==> config.mk <==
export PLATFORM = sky130hd
export DESIGN_NAME = mp_nlri_attribute_parser_top
export DESIGN_NICKNAME = d
export VERILOG_FILES = /design/src/rtl/mp_nlri_pkg.sv /design/src/rtl/mp_nlri_front.sv /design/src/rtl/mp_nlri_back.sv /design/src/rtl/mp_nlri_attribute_parser_top.sv
export VERILOG_INCLUDE_DIRS = /design/src /design/src/rtl
export SDC_FILE = /design/constraint.sdc
export NUM_CORES = 2
export LEC_CHECK = 0
export ABC_AREA = 1
export BUFFER_PORTS_ARGS = -buffer_cell sky130_fd_sc_hd__buf_4
export CAP_MARGIN = 40
export CORE_MARGIN = 2
export CORE_UTILIZATION = 32
export DETAILED_ROUTE_END_ITERATION = 10
export MAX_ROUTING_LAYER = met4
export SYNTH_ARGS = -nofsm -noshare
export SYNTH_HDL_FRONTEND = slang
export SYNTH_SLANG_ARGS = --single-unit
==> constraint.sdc <==
create_clock -name clk -period 19.9 [get_ports clk]
set_input_delay 0.995 -clock clk [delete_from_list [all_inputs] [get_ports clk]]
set_output_delay 0.995 -clock clk [all_outputs]
set_load 0.005 [all_outputs]
==> src/rtl/mp_nlri_attribute_parser_top_macros.svh <==
// assertion helpers used by mp_nlri_back
`ifndef MP_NLRI_ATTRIBUTE_PARSER_TOP_MACROS_SVH
`define MP_NLRI_ATTRIBUTE_PARSER_TOP_MACROS_SVH

// implication checked on every edge outside reset
`define MP_ASSERT_IMP(label, clk, rst_n, ante, cons) \
  label: assert property (@(posedge clk) disable iff (!rst_n) (ante) |-> (cons)) \
    else $error("assertion failed");

// implication checked in the following cycle
`define MP_ASSERT_NEXT(label, clk, rst_n, ante, cons) \
  label: assert property (@(posedge clk) disable iff (!rst_n) (ante) |=> (cons)) \
    else $error("assertion failed");

`endif

==> src/rtl/mp_nlri_pkg.sv <==
// ----------------------------------------------------------------------------
// mp_nlri_pkg
// types and constants shared by the attribute parser modules
// ----------------------------------------------------------------------------
package mp_nlri_pkg;

  localparam int unsigned MaxPrefixes = 4095;
  localparam int unsigned AddrBytes   = 16;
  localparam int unsigned MaxPfxBits  = AddrBytes * 8;
  localparam int unsigned QDepth      = 4;

  localparam logic [2:0] StOk        = 3'd0;
  localparam logic [2:0] StBadFamily = 3'd1;
  localparam logic [2:0] StBadSub    = 3'd2;
  localparam logic [2:0] StNhLen     = 3'd3;
  localparam logic [2:0] StPfxLen    = 3'd4;
  localparam logic [2:0] StTrunc     = 3'd5;

  localparam logic [0:0] CfgFamily    = 1'b0;
  localparam logic [0:0] CfgSubfamily = 1'b1;

  typedef struct packed {
    logic [7:0] data_byte;
    logic       first_byte;
    logic       last_byte;
    logic       withdraw;
  } in_req_t;

  typedef struct packed {
    logic        result_kind;
    logic        withdrawn;
    logic [63:0] prefix_high;
    logic [63:0] prefix_low;
    logic [7:0]  prefix_length;
    logic [63:0] hop_high;
    logic [63:0] hop_low;
    logic [2:0]  status;
    logic [11:0] prefix_total;
    logic        end_of_run;
  } out_req_t;

  // classified command from front to back
  typedef struct packed {
    logic        has_pfx;
    logic        has_sum;
    logic        withdrawn;
    logic [63:0] pfx_high;
    logic [63:0] pfx_low;
    logic [7:0]  pfx_len;
    logic [63:0] hop_high;
    logic [63:0] hop_low;
    logic [2:0]  status;
    logic [11:0] total;
  } cmd_t;

  function automatic logic [63:0] upper_mask(input logic [7:0] len);
    logic [63:0] m;
    if (len == 8'd0) m = '0;
    else if (len >= 8'd64) m = '1;
    else m = ~(64'hFFFF_FFFF_FFFF_FFFF >> len[5:0]);
    return m;
  endfunction

  function automatic logic [63:0] lower_mask(input logic [7:0] len);
    logic [63:0] m;
    logic [7:0]  r;
    r = len - 8'd64;
    if (len <= 8'd64) m = '0;
    else if (len >= 8'd128) m = '1;
    else m = ~(64'hFFFF_FFFF_FFFF_FFFF >> r[5:0]);
    return m;
  endfunction

endpackage

==> src/rtl/mp_nlri_front.sv <==
// ----------------------------------------------------------------------------
// mp_nlri_front
// byte parser: walks the attribute and turns each byte that ends a prefix or the attribute into a command
// ----------------------------------------------------------------------------
module mp_nlri_front import mp_nlri_pkg::*; (
  input  logic        clk,
  input  logic        rst_n,
  input  logic        step,
  input  in_req_t     req,
  input  logic [15:0] acc_family,
  input  logic [7:0]  acc_subfamily,
  output logic        cmd_valid,
  output cmd_t        cmd
);

  typedef enum logic [3:0] {
    PH_IDLE, PH_AFI_HI, PH_AFI_LO, PH_SAFI, PH_NH_LEN, PH_NH, PH_SNPA_CNT,
    PH_SNPA_LEN, PH_SNPA_SKIP, PH_PFX_LEN, PH_PFX_BYTES, PH_DISCARD
  } phase_t;

  phase_t      phase_r, phase_nxt, ph;
  logic [4:0]  idx_r, idx_nxt, idx;
  logic [15:0] fam_r, fam_nxt, fam;
  logic [63:0] hoph_r, hoph_nxt, hoph, hopl_r, hopl_nxt, hopl;
  logic [7:0]  snpa_r, snpa_nxt, snpa, skip_r, skip_nxt, skip;
  logic [7:0]  clen_r, clen_nxt, clen;
  logic [63:0] pfh_r, pfh_nxt, pfh, pfl_r, pfl_nxt, pfl;
  logic [4:0]  pleft_r, pleft_nxt, pleft;
  logic [11:0] cnt_r, cnt_nxt, cnt;
  logic [2:0]  err_r, err_nxt, err;
  logic        wd_r, wd_nxt, wd;
  logic        emit_p;
  logic [7:0]  b;
  logic [8:0]  half;
  logic [63:0] sh;
  logic [2:0]  st;

  always_comb begin
    b    = req.data_byte;
    ph   = phase_r; idx = idx_r; fam = fam_r; hoph = hoph_r; hopl = hopl_r;
    snpa = snpa_r; skip = skip_r; clen = clen_r; pfh = pfh_r; pfl = pfl_r;
    pleft = pleft_r; cnt = cnt_r; err = err_r; wd = wd_r;
    emit_p = 1'b0;
    half = ({1'b0, b} + 9'd1) >> 1;
    sh = {56'd0, b} << (6'd56 - {idx[2:0], 3'd0});
    if (req.first_byte) begin
      ph = PH_AFI_HI; idx = '0; fam = '0; hoph = '0; hopl = '0; snpa = '0;
      skip = '0; clen = '0; pfh = '0; pfl = '0; pleft = '0; cnt = '0;
      err = StOk; wd = req.withdraw;
      sh = {b, 56'd0};
    end
    case (ph)
      PH_AFI_HI: begin fam = {b, 8'd0}; ph = PH_AFI_LO; end
      PH_AFI_LO: begin fam = fam | {8'd0, b}; ph = PH_SAFI; end
      PH_SAFI: begin
        if (fam != acc_family) begin err = StBadFamily; ph = PH_DISCARD; end
        else if (b != acc_subfamily) begin err = StBadSub; ph = PH_DISCARD; end
        else ph = wd ? PH_PFX_LEN : PH_NH_LEN;
      end
      PH_NH_LEN: begin
        if (b != 8'(AddrBytes)) begin err = StNhLen; ph = PH_DISCARD; end
        else begin idx = '0; ph = PH_NH; end
      end
      PH_NH: begin
        if (!idx[3]) hoph = hoph | sh;
        else hopl = hopl | sh;
        idx = idx + 5'd1;
        if (idx >= 5'(AddrBytes)) ph = PH_SNPA_CNT;
      end
      PH_SNPA_CNT: begin
        snpa = b;
        ph = (b == 8'd0) ? PH_PFX_LEN : PH_SNPA_LEN;
      end
      PH_SNPA_LEN: begin
        skip = half[7:0];
        if (skip == 8'd0) begin
          snpa = snpa - 8'd1;
          ph = (snpa == 8'd0) ? PH_PFX_LEN : PH_SNPA_LEN;
        end else ph = PH_SNPA_SKIP;
      end
      PH_SNPA_SKIP: begin
        skip = skip - 8'd1;
        if (skip == 8'd0) begin
          snpa = snpa - 8'd1;
          ph = (snpa == 8'd0) ? PH_PFX_LEN : PH_SNPA_LEN;
        end
      end
      PH_PFX_LEN: begin
        if (b > 8'(MaxPfxBits)) begin err = StPfxLen; ph = PH_DISCARD; end
        else begin
          clen = b; pfh = '0; pfl = '0; idx = '0;
          pleft = 5'((9'(b) + 9'd7) >> 3);
          if (pleft == 5'd0) emit_p = 1'b1;
          else ph = PH_PFX_BYTES;
        end
      end
      PH_PFX_BYTES: begin
        if (!idx[3]) pfh = pfh | sh;
        else pfl = pfl | sh;
        idx = idx + 5'd1;
        pleft = pleft - 5'd1;
        if (pleft == 5'd0) emit_p = 1'b1;
      end
      default: ;
    endcase
    if (emit_p) begin
      if (cnt < 12'(MaxPrefixes)) cnt = cnt + 12'd1;
      ph = PH_PFX_LEN;
    end
    st = err;
    if (st == StOk && ph != PH_PFX_LEN) st = StTrunc;
    cmd.has_pfx   = emit_p;
    cmd.has_sum   = req.last_byte && (phase_r != PH_IDLE || req.first_byte);
    cmd.withdrawn = wd;
    cmd.pfx_high  = pfh & upper_mask(clen);
    cmd.pfx_low   = pfl & lower_mask(clen);
    cmd.pfx_len   = clen;
    cmd.hop_high  = hoph;
    cmd.hop_low   = hopl;
    cmd.status    = st;
    cmd.total     = cnt;
    cmd_valid     = step && (cmd.has_pfx || cmd.has_sum);
    if (cmd.has_sum) ph = PH_IDLE;
    phase_nxt = ph; idx_nxt = idx; fam_nxt = fam; hoph_nxt = hoph; hopl_nxt = hopl;
    snpa_nxt = snpa; skip_nxt = skip; clen_nxt = clen; pfh_nxt = pfh; pfl_nxt = pfl;
    pleft_nxt = pleft; cnt_nxt = cnt; err_nxt = err; wd_nxt = wd;
  end

  always_ff @(posedge clk) begin
    if (!rst_n) begin
      phase_r <= PH_IDLE; idx_r <= '0; fam_r <= '0; hoph_r <= '0; hopl_r <= '0;
      snpa_r <= '0; skip_r <= '0; clen_r <= '0; pfh_r <= '0; pfl_r <= '0;
      pleft_r <= '0; cnt_r <= '0; err_r <= '0; wd_r <= 1'b0;
    end else if (step) begin
      phase_r <= phase_nxt; idx_r <= idx_nxt; fam_r <= fam_nxt;
      hoph_r <= hoph_nxt; hopl_r <= hopl_nxt; snpa_r <= snpa_nxt;
      skip_r <= skip_nxt; clen_r <= clen_nxt; pfh_r <= pfh_nxt; pfl_r <= pfl_nxt;
      pleft_r <= pleft_nxt; cnt_r <= cnt_nxt; err_r <= err_nxt; wd_r <= wd_nxt;
    end
  end

endmodule

==> src/rtl/mp_nlri_back.sv <==
// ----------------------------------------------------------------------------
// mp_nlri_back
// command queue and result sequencer: splits each command into records
// ----------------------------------------------------------------------------
`include "mp_nlri_attribute_parser_top_macros.svh"
module mp_nlri_back import mp_nlri_pkg::*; (
  input  logic     clk,
  input  logic     rst_n,
  input  logic     push,
  input  cmd_t     cmd,
  output logic     full,
  output logic     out_valid,
  output out_req_t out_data,
  input  logic     out_stall
);

  localparam int unsigned PtrW = $clog2(QDepth);

  cmd_t            q_mem [QDepth];
  logic [PtrW-1:0] wp_r, rp_r;
  logic [PtrW:0]   cnt_r, cnt_nxt;
  logic            pdone_r;
  logic            pop, take, empty;
  cmd_t            head;

  assign empty = (cnt_r == '0);
  // room kept so the front never needs to look at the pop
  assign full  = (cnt_r >= (PtrW+1)'(QDepth - 1));
  assign head  = q_mem[rp_r];
  assign take  = out_valid && !out_stall;
  assign pop   = take && (!head.has_pfx || pdone_r || !head.has_sum);

  always_comb begin
    out_valid = !empty;
    if (head.has_pfx && !pdone_r) begin
      out_data.result_kind   = 1'b0;
      out_data.withdrawn     = head.withdrawn;
      out_data.prefix_high   = head.pfx_high;
      out_data.prefix_low    = head.pfx_low;
      out_data.prefix_length = head.pfx_len;
      out_data.hop_high      = head.hop_high;
      out_data.hop_low       = head.hop_low;
      out_data.status        = StOk;
      out_data.prefix_total  = head.total;
      out_data.end_of_run    = !head.has_sum;
    end else begin
      out_data.result_kind   = 1'b1;
      out_data.withdrawn     = head.withdrawn;
      out_data.prefix_high   = '0;
      out_data.prefix_low    = '0;
      out_data.prefix_length = '0;
      out_data.hop_high      = '0;
      out_data.hop_low       = '0;
      out_data.status        = head.status;
      out_data.prefix_total  = head.total;
      out_data.end_of_run    = 1'b1;
    end
    cnt_nxt = cnt_r + (PtrW+1)'(push) - (PtrW+1)'(pop);
  end

  always_ff @(posedge clk) begin
    if (push) q_mem[wp_r] <= cmd;
  end

  always_ff @(posedge clk) begin
    if (!rst_n) begin
      wp_r <= '0; rp_r <= '0; cnt_r <= '0; pdone_r <= 1'b0;
    end else begin
      if (push) wp_r <= wp_r + PtrW'(1);
      if (pop) rp_r <= rp_r + PtrW'(1);
      cnt_r <= cnt_nxt;
      if (pop) pdone_r <= 1'b0;
      else if (take) pdone_r <= 1'b1;
    end
  end

  `MP_ASSERT_IMP(a_no_overflow, clk, rst_n, push, cnt_r < (PtrW+1)'(QDepth))
  `MP_ASSERT_IMP(a_pdone_only_pair, clk, rst_n, pdone_r && !empty,
                 head.has_pfx && head.has_sum)
  `MP_ASSERT_NEXT(a_stall_holds, clk, rst_n, out_valid && out_stall,
                  out_valid && $stable(out_data))

endmodule

==> src/rtl/mp_nlri_attribute_parser_top.sv <==
// a command is registered in the queue when its byte is taken and leaves from the queue head
// throughput: one attribute byte per cycle unless in_stall; records drain one per cycle unless out_stall
// a byte that yields a prefix and a summary gives a prefix record, then a summary record
// the front stalls only when the four-entry command queue is nearly full
// reset (rst_n low, synchronous) returns the parser to idle, empties the
// queue and sets accepted family 2 and subfamily 1
// ----------------------------------------------------------------------------
// mp_nlri_attribute_parser_top
// multiprotocol reach/unreach attribute parser, one byte per request
// ----------------------------------------------------------------------------
module mp_nlri_attribute_parser_top import mp_nlri_pkg::*; (
  input  logic        clk,
  input  logic        rst_n,
  input  logic        in_valid,
  output logic        in_stall,
  input  in_req_t     in_data,
  output logic        out_valid,
  input  logic        out_stall,
  output out_req_t    out_data,
  input  logic        cfg_valid,
  output logic        cfg_ready,
  input  logic [0:0]  cfg_index,
  input  logic [15:0] cfg_data
);

  logic [15:0] fam_r;
  logic [7:0]  sub_r;
  logic        full, step, cmd_valid;
  cmd_t        cmd;

  assign cfg_ready = 1'b1;
  assign in_stall  = full;
  assign step      = in_valid && !full;

  always_ff @(posedge clk) begin
    if (!rst_n) begin
      fam_r <= 16'd2;
      sub_r <= 8'd1;
    end else if (cfg_valid && cfg_ready) begin
      case (cfg_index)
        CfgFamily:    fam_r <= cfg_data;
        CfgSubfamily: sub_r <= cfg_data[7:0];
        default: ;
      endcase
    end
  end

  mp_nlri_front u_front (
    .clk(clk), .rst_n(rst_n), .step(step), .req(in_data),
    .acc_family(fam_r), .acc_subfamily(sub_r),
    .cmd_valid(cmd_valid), .cmd(cmd)
  );

  mp_nlri_back u_back (
    .clk(clk), .rst_n(rst_n), .push(cmd_valid), .cmd(cmd), .full(full),
    .out_valid(out_valid), .out_data(out_data), .out_stall(out_stall)
  );

endmodule

# Word level (Yosys, flattened, before mapping)
# Memory sizes are Yosys's and may differ from the RTL's. A register that Yosys moved wholly into a read port is not among the register bits.
# Cells that the tools add are included.
[totals]
regBits = 358
ram_bits = 1128
n_memories = 1
[classes]
n_addsub = 13
order_cmp = 7
n_eq_ne = 14
n_shift = 3
mux = 72
n_bitwise = 11
n_reduce_logical = 31
[mem_list]
columns = ["memory", "words", "width", "rd", "rd_ports_with_merged_regs", "write_ports", "line_no", "rtl"]
rows = [
  ["u_back.q_mem", 4, 282, 1, 1, 1, "mp_nlri_back.sv:19", "cmd_t q_mem [QDepth];"],
]
[ops]
columns = ["op", "count"]
rows = [
  ["2-to-1 mux 64 bit", 17],
  ["2-to-1 mux 282 bit", 1],
  ["bitwise OR 64 bit", 4],
  ["one-hot mux 64 bit (2 select lines)", 2],
  ["AND 64 bit", 2],
  ["NOT 64 bit", 2],
  ["right shift 64 x 6 -> 64 bit, first input constant", 2],
  ["<< shifter 8 x 6 -> 64 bit", 1],
  ["2-to-1 mux 4 bit", 14],
  ["2-to-1 mux 8 bit", 7],
  ["zero test 8 bit", 5],
  ["2-to-1 mux 12 bit", 3],
  ["one-hot mux 4 bit (9 select lines)", 1],
  ["one-hot mux 16 bit (2 select lines)", 1],
  ["2-to-1 mux 5 bit", 5],
  ["one-hot mux 8 bit (3 select lines)", 1],
  ["2-to-1 mux 3 bit", 6],
  ["== test 4 x 3 -> 1 bit, second input constant", 4],
  ["2-to-1 mux 16 bit", 1],
  ["!= test 16 bit", 1],
  ["bitwise OR 16 x 8 -> 16 bit", 1],
  ["one-hot mux 8 bit (2 select lines)", 1],
  ["subtractor 8 x 1 -> 8 bit, second input constant", 2],
  ["one-hot mux 5 bit (3 select lines)", 1],
  ["other kinds (37)", 66],
]

# Depth between registers and ports, before layout
[depth]
depth_word = 10
ltp_mapped = 22
depth_no_buf = 18

# By module
# Synthesis repeated with hierarchy kept, for this count alone.
[unflattened]
hier_cells = 6739
area_unflattened_um2 = 65774.3
[modules_own_cells]
columns = ["module", "n_inst", "cells_per_inst", "area_each_um2"]
rows = [
  ["mp_nlri_back", 1, 3372, 44631.6],
  ["mp_nlri_front", 1, 3226, 20139.3],
  ["mp_nlri_attribute_parser_top", 1, 141, 1003.5],
]

# Least setup slack after synthesis
# Ideal clock, no wire load.
[synth_path]
kind = "input port to flip-flop"
start = "input port in_data[3] in the netlist's numbering"
end = "memory u_back.q_mem[0][0] in the netlist's numbering (enable)"
setup_ps = 932
arrival_time_ps = 14265
t_required_ps = 18968
path_slack_ps = 4703
stages = 14
n_path_buf = 2
path_cell_list = "inv_1 > clkbuf_1 > ha_1 > nand2_1 > nor2_1 > nand2_2 > nand2_2 > nand2_4 > buf_6 > inv_1 > nand2_1 > nand3_1 > nand2_1 > nor2_1"
[synth_between]
elab_chain_len = 9
[synth_lines]
columns = ["item", "line_no", "rtl"]
rows = [
  ["start, declared", "mp_nlri_attribute_parser_top.sv:16", "input in_req_t in_data,"],
  ["adder 8 x 3 -> 8 bit", "mp_nlri_front.sv:92", "pleft = 5'((9'(b) + 9'd7) >> 3);"],
  ["zero test 5 bit", "mp_nlri_front.sv:93", "if (pleft == 5'd0) emit_p = 1'b1;"],
  ["2-to-1 mux 1 bit", "mp_nlri_front.sv:93", ""],
  ["2-to-1 mux 1 bit (*)", "mp_nlri_front.sv:89", "if (b > 8'(MaxPfxBits)) begin err = StPfxLen; ph = PH_DISCARD; end"],
  ["one-hot mux 1 bit (2 select lines) (*)", "mp_nlri_front.sv:52", "case (ph)"],
  ["logical OR 1 bit (*)", "mp_nlri_front.sv:122", "cmd_valid = step && (cmd.has_pfx || cmd.has_sum);"],
  ["logical AND 1 bit (*)", "mp_nlri_front.sv:122", ""],
  ["2-to-1 mux 1 bit (*)", "mp_nlri_back.sv:62", "if (push) q_mem[wp_r] <= cmd;"],
  ["2-to-1 mux 1 bit (implied by the code) (*)", "mp_nlri_back.sv:62", ""],
  ["end, declared", "mp_nlri_back.sv:19", ""],
]
# Every way passes the cells marked *; elsewhere a longest branch is shown, timed or not.

# Worst setup path after layout
[layout_path]
start = "input port in_data[2] in the netlist's numbering"
end = "memory u_back.q_mem[0][236] in the netlist's numbering (enable)"
[layout_between]
elab_chain_len = 9
[layout_lines]
columns = ["item", "line_no", "rtl"]
rows = [
  ["2-to-1 mux 5 bit", "mp_nlri_front.sv:46", "if (req.first_byte) begin"],
  ["subtractor 5 x 1 -> 5 bit", "mp_nlri_front.sv:101", "pleft = pleft - 5'd1;"],
  ["zero test 5 bit", "mp_nlri_front.sv:102", "if (pleft == 5'd0) emit_p = 1'b1;"],
  ["2-to-1 mux 1 bit", "mp_nlri_front.sv:102", ""],
  ["one-hot mux 1 bit (2 select lines)", "mp_nlri_front.sv:52", ""],
  ["logical OR 1 bit (*)", "mp_nlri_front.sv:122", ""],
  ["logical AND 1 bit (*)", "mp_nlri_front.sv:122", ""],
  ["2-to-1 mux 1 bit (*)", "mp_nlri_back.sv:62", ""],
  ["2-to-1 mux 1 bit (implied by the code) (*)", "mp_nlri_back.sv:62", ""],
]
# Marked as above.

==> qor.yml <==
logic_synthesis:
  netlist_area_um2: 63900
  synth_edf_count: 1128
  synthFlopType: "edfxtp_1"
  synth-seq-cells: 1488
  async_flop_share_pct: 0
  avgSynthCellArea_um2: 9.90
  seq_area_frac_synth_pct: 64.3
  syn-instance-count: 6450
  synth_warnings: 0
  synth.distinct_cells: 57
  synth_nets: 6502
die:
  io-pin-count: 318
  core-area_um2: 198000
  rows: 163
  fp.dieW_um: 451
  die_area_um2: 203000
  initial_core_util_pct: 32.3
  fp.dieH_um: 451
detailed_routing:
  ant_nets: 0
  drc: 0
  viasPerCell: 5.18
  drt-initial-drc-count: 5372
  totalWireLength_um: 212000
  wire_per_inst_um: 22.6
  drtPass1Iterations: 5
  vias: 48600
critical_path:
  cp-end-kind: "flip-flop"
  crit_family: "buffers and inverters"
  arrival_ns: 6.40
  cp_cell_sequence: "buf_6, inv_2, buf_4, nand2_2, nor2_1, nand3_2, nor3_1, nand3_1, nand3_1, nand2_1, nor2_4, buf_16, buf_4, buf_16, buf_4, buf_4, buf_16"
  critPathKind: "input pin to flip-flop"
  cp.required_ns: 20.36
  crit_start: "in_data[2]"
  slowest_stage: "buf_4"
  slowest_delay_ns: 0.60
  r2r_start: "u_front.phase_r[0]"
  crit_path_frequent_cell: "buf_4"
  r2r_slack_ns: 14.69
  critical_path.max_fanout: 66
  crit_buf_inv: 9
  start_kind: "input pin"
sta:
  finalSetupViolations: 0
  relSlewSlack_pct: 17.1
  fmax_mhz: 168
  finClkSkew_ns: 0.0292
  drv_slew: 0
  hold_viol_final: 0
  fin_tns_setup_ns: 0
  period_share_pct: 29.9
  tightestPinTransition_ns: 1.24
  rsz0062_at_grt: "no"
  fin_crit_ns: 5.94
clock_network:
  cts_root_buf: "clkbuf_16"
  cts_hold_buf: 0
  cts_setup_buffers: 0
  clock_latency_ns: 0.82
  cts_resized: 0
  htreeDepth: 4
  cts.sinks: 1488
  path_clk_slew_ns: 0.06
  cts_buffers: 155
  clock_path_buffers: 3
  cts_tree: "done"
finish:
  final_core_util_pct: 37.5
  multiInputGateArea_um2: 19200
  fin_cells: 9388
  finish.instance_area_um2: 74300
  syn2layout_area_growth_pct: 16.3
  layout.nets: 6659
  drive_above_1_share_pct: 11.4
  seq_area_um2: 41100
  fill_cells: 19400
hold_path:
  hold_class: "input pin to flip-flop"
  min-delay-start: "cfg_data[0]"
global_route:
  overflow: 0
  grt_pass1_wl_um: 306000
  grt_use_total_pct: 20.7
  grt_max_degree: 188
  antenna_found_initial: 18
  grt_pass1_vias: 45300
place:
  placed_area_um2: 69300
  placed_cells: 9089
  dpl.hpwl_um: 140000
  place.gp.congestion: 0.952
  port_buffers: 316
power:
  power.leakage_nw: 27.0
  max-vdd-ir-drop_uv: 97.8
  powerDensity_nw_per_um2: 121
run:
  drv_cap: 0
run_status:
  run_status: "finished, final reports clean"
Yosys cell counts, types with 5 or more instances:
cell type | n | area share (%)
nor2_1 | 1412 | 8.3
edfxtp_1 | 1128 | 53
o21ai_0 | 985 | 7.7
a21oi_1 | 738 | 5.8
inv_1 | 498 | 2.9
nand2_1 | 373 | 2.2
dfxtp_1 | 360 | 11
clkbuf_1 | 359 | 2.1
o22ai_1 | 106 | 1.0
nand3_1 | 76 | 0.60
buf_1 | 39 | 0.23
nor3_1 | 38 | 0.30
a22oi_1 | 37 | 0.44
nor3_2 | 34 | 0.53
buf_2 | 24 | 0.19
o32ai_1 | 22 | 0.30
a211oi_2 | 19 | 0.37
a31oi_1 | 18 | 0.18
ha_1 | 18 | 0.35
inv_2 | 16 | 0.094
xor2_1 | 15 | 0.21
a211oi_1 | 12 | 0.14
xnor2_1 | 12 | 0.16
a32oi_1 | 10 | 0.14
buf_4 | 9 | 0.11
nand4_1 | 9 | 0.088
nand2_2 | 8 | 0.078
nor2_2 | 8 | 0.078
o21ai_1 | 6 | 0.047
nand3b_1 | 5 | 0.059
o211ai_1 | 5 | 0.059
o22ai_4 | 5 | 0.16
cell families after synthesis:
family / count (synthesis) / synth area share (%)
DFF: 1488 / 64.3
and+or+nand+nor: 1977 / 12.5
buffers and inverters: 951 / 5.71
AOI/OAI and AO/OA: 1987 / 16.7
adders and majority gates: 19 / 0.384
other: 1 / 0.00587
xor gates and xnor gates: 27 / 0.370
power by group:
part | switching, mW | internal [mW]
Sequential | 0.100 | 3.59
Combinational | 1.63 | 0.798
Clock | 1.23 | 1.61
per-layer routing:
metal | vias to the layer above | part of all wire, % | GRT usage (%) | wire (um)
met2 | 1870 | 48 | 33.5 | 102000
met4 | 0 | 4.9 | 9.40 | 10300
met5 | - | 0 | - | 0
li1 | 22600 | - | - | -
met1 | 23700 | 41 | 25.6 | 86100
met3 | 388 | 6.3 | 3.04 | 13400
worst paths after layout:
check,end,depth (start not counted)
min reg2reg,flip-flop,2
max reg2reg,u_back.q_mem[0][236],16
max,u_back.q_mem[0][236],17
min,sub_r[0],3
through the flow:
stage                     power (mW)  hold slack, ns  worst slack, ns
after floorplan                 5.03           0.434             4.70
after detailed placement        6.20           0.452            13.11
after global routing            9.35           0.370            13.68
after global placement          6.09           0.439            12.42
final                           8.95           0.397            13.96
after CTS                       9.02           0.338            13.99
tightest hold or removal path: stages:
cell and delay (ns):
buf_4 0.09, nand2_1 0.05, nand3_1 0.05
registers in the layout, summed over array words and instances (netlist names), named ones only:
register	cells
u_back.wp_r	2
u_front.skip_r	8
u_front.pfh_r	64
u_back.cnt_r	3
u_back.q_mem	1128
u_back.pdone_r	1
u_front.hoph_r	64
u_front.pleft_r	5
fam_r	16
u_front.cnt_r	12
u_front.fam_r	16
u_front.phase_r	4
sub_r	8
u_front.hopl_r	64
u_front.clen_r	8
u_front.snpa_r	8
u_front.pfl_r	64
u_front.idx_r	5
u_front.err_r	3
u_back.rp_r	2
u_front.wd_r	1
area by class of cell:
type	instances	share of cell area, %
sequential	1488	55.3
multi-input combinational	4011	25.8
clock buffer	228	5.91
timing repair buffer	433	5.04
tap	2640	4.45
inverter	518	2.67
clock inverter	59	0.741
antenna	11	0.0371
placed cells by master, fill, tap and decap left out, types with 12 or more instances in the layout:
master,instances
a211oi_1,12
a211oi_2,19
a21oi_1,738
a22oi_1,37
a31oi_1,18
buf_16,23
buf_2,21
buf_4,381
clkbuf_1,56
clkbuf_16,161
clkinv_1,22
clkinv_2,16
dfxtp_1,358
edfxtp_1,1128
ha_1,18
inv_1,495
inv_2,14
nand2_1,372
nand3_1,76
nor2_1,1407
nor3_1,37
nor3_2,34
o21ai_0,985
o22ai_1,106
o32ai_1,22
xnor2_1,12
xor2_1,15
No activity file was read; power rests on OpenSTA's default activity.
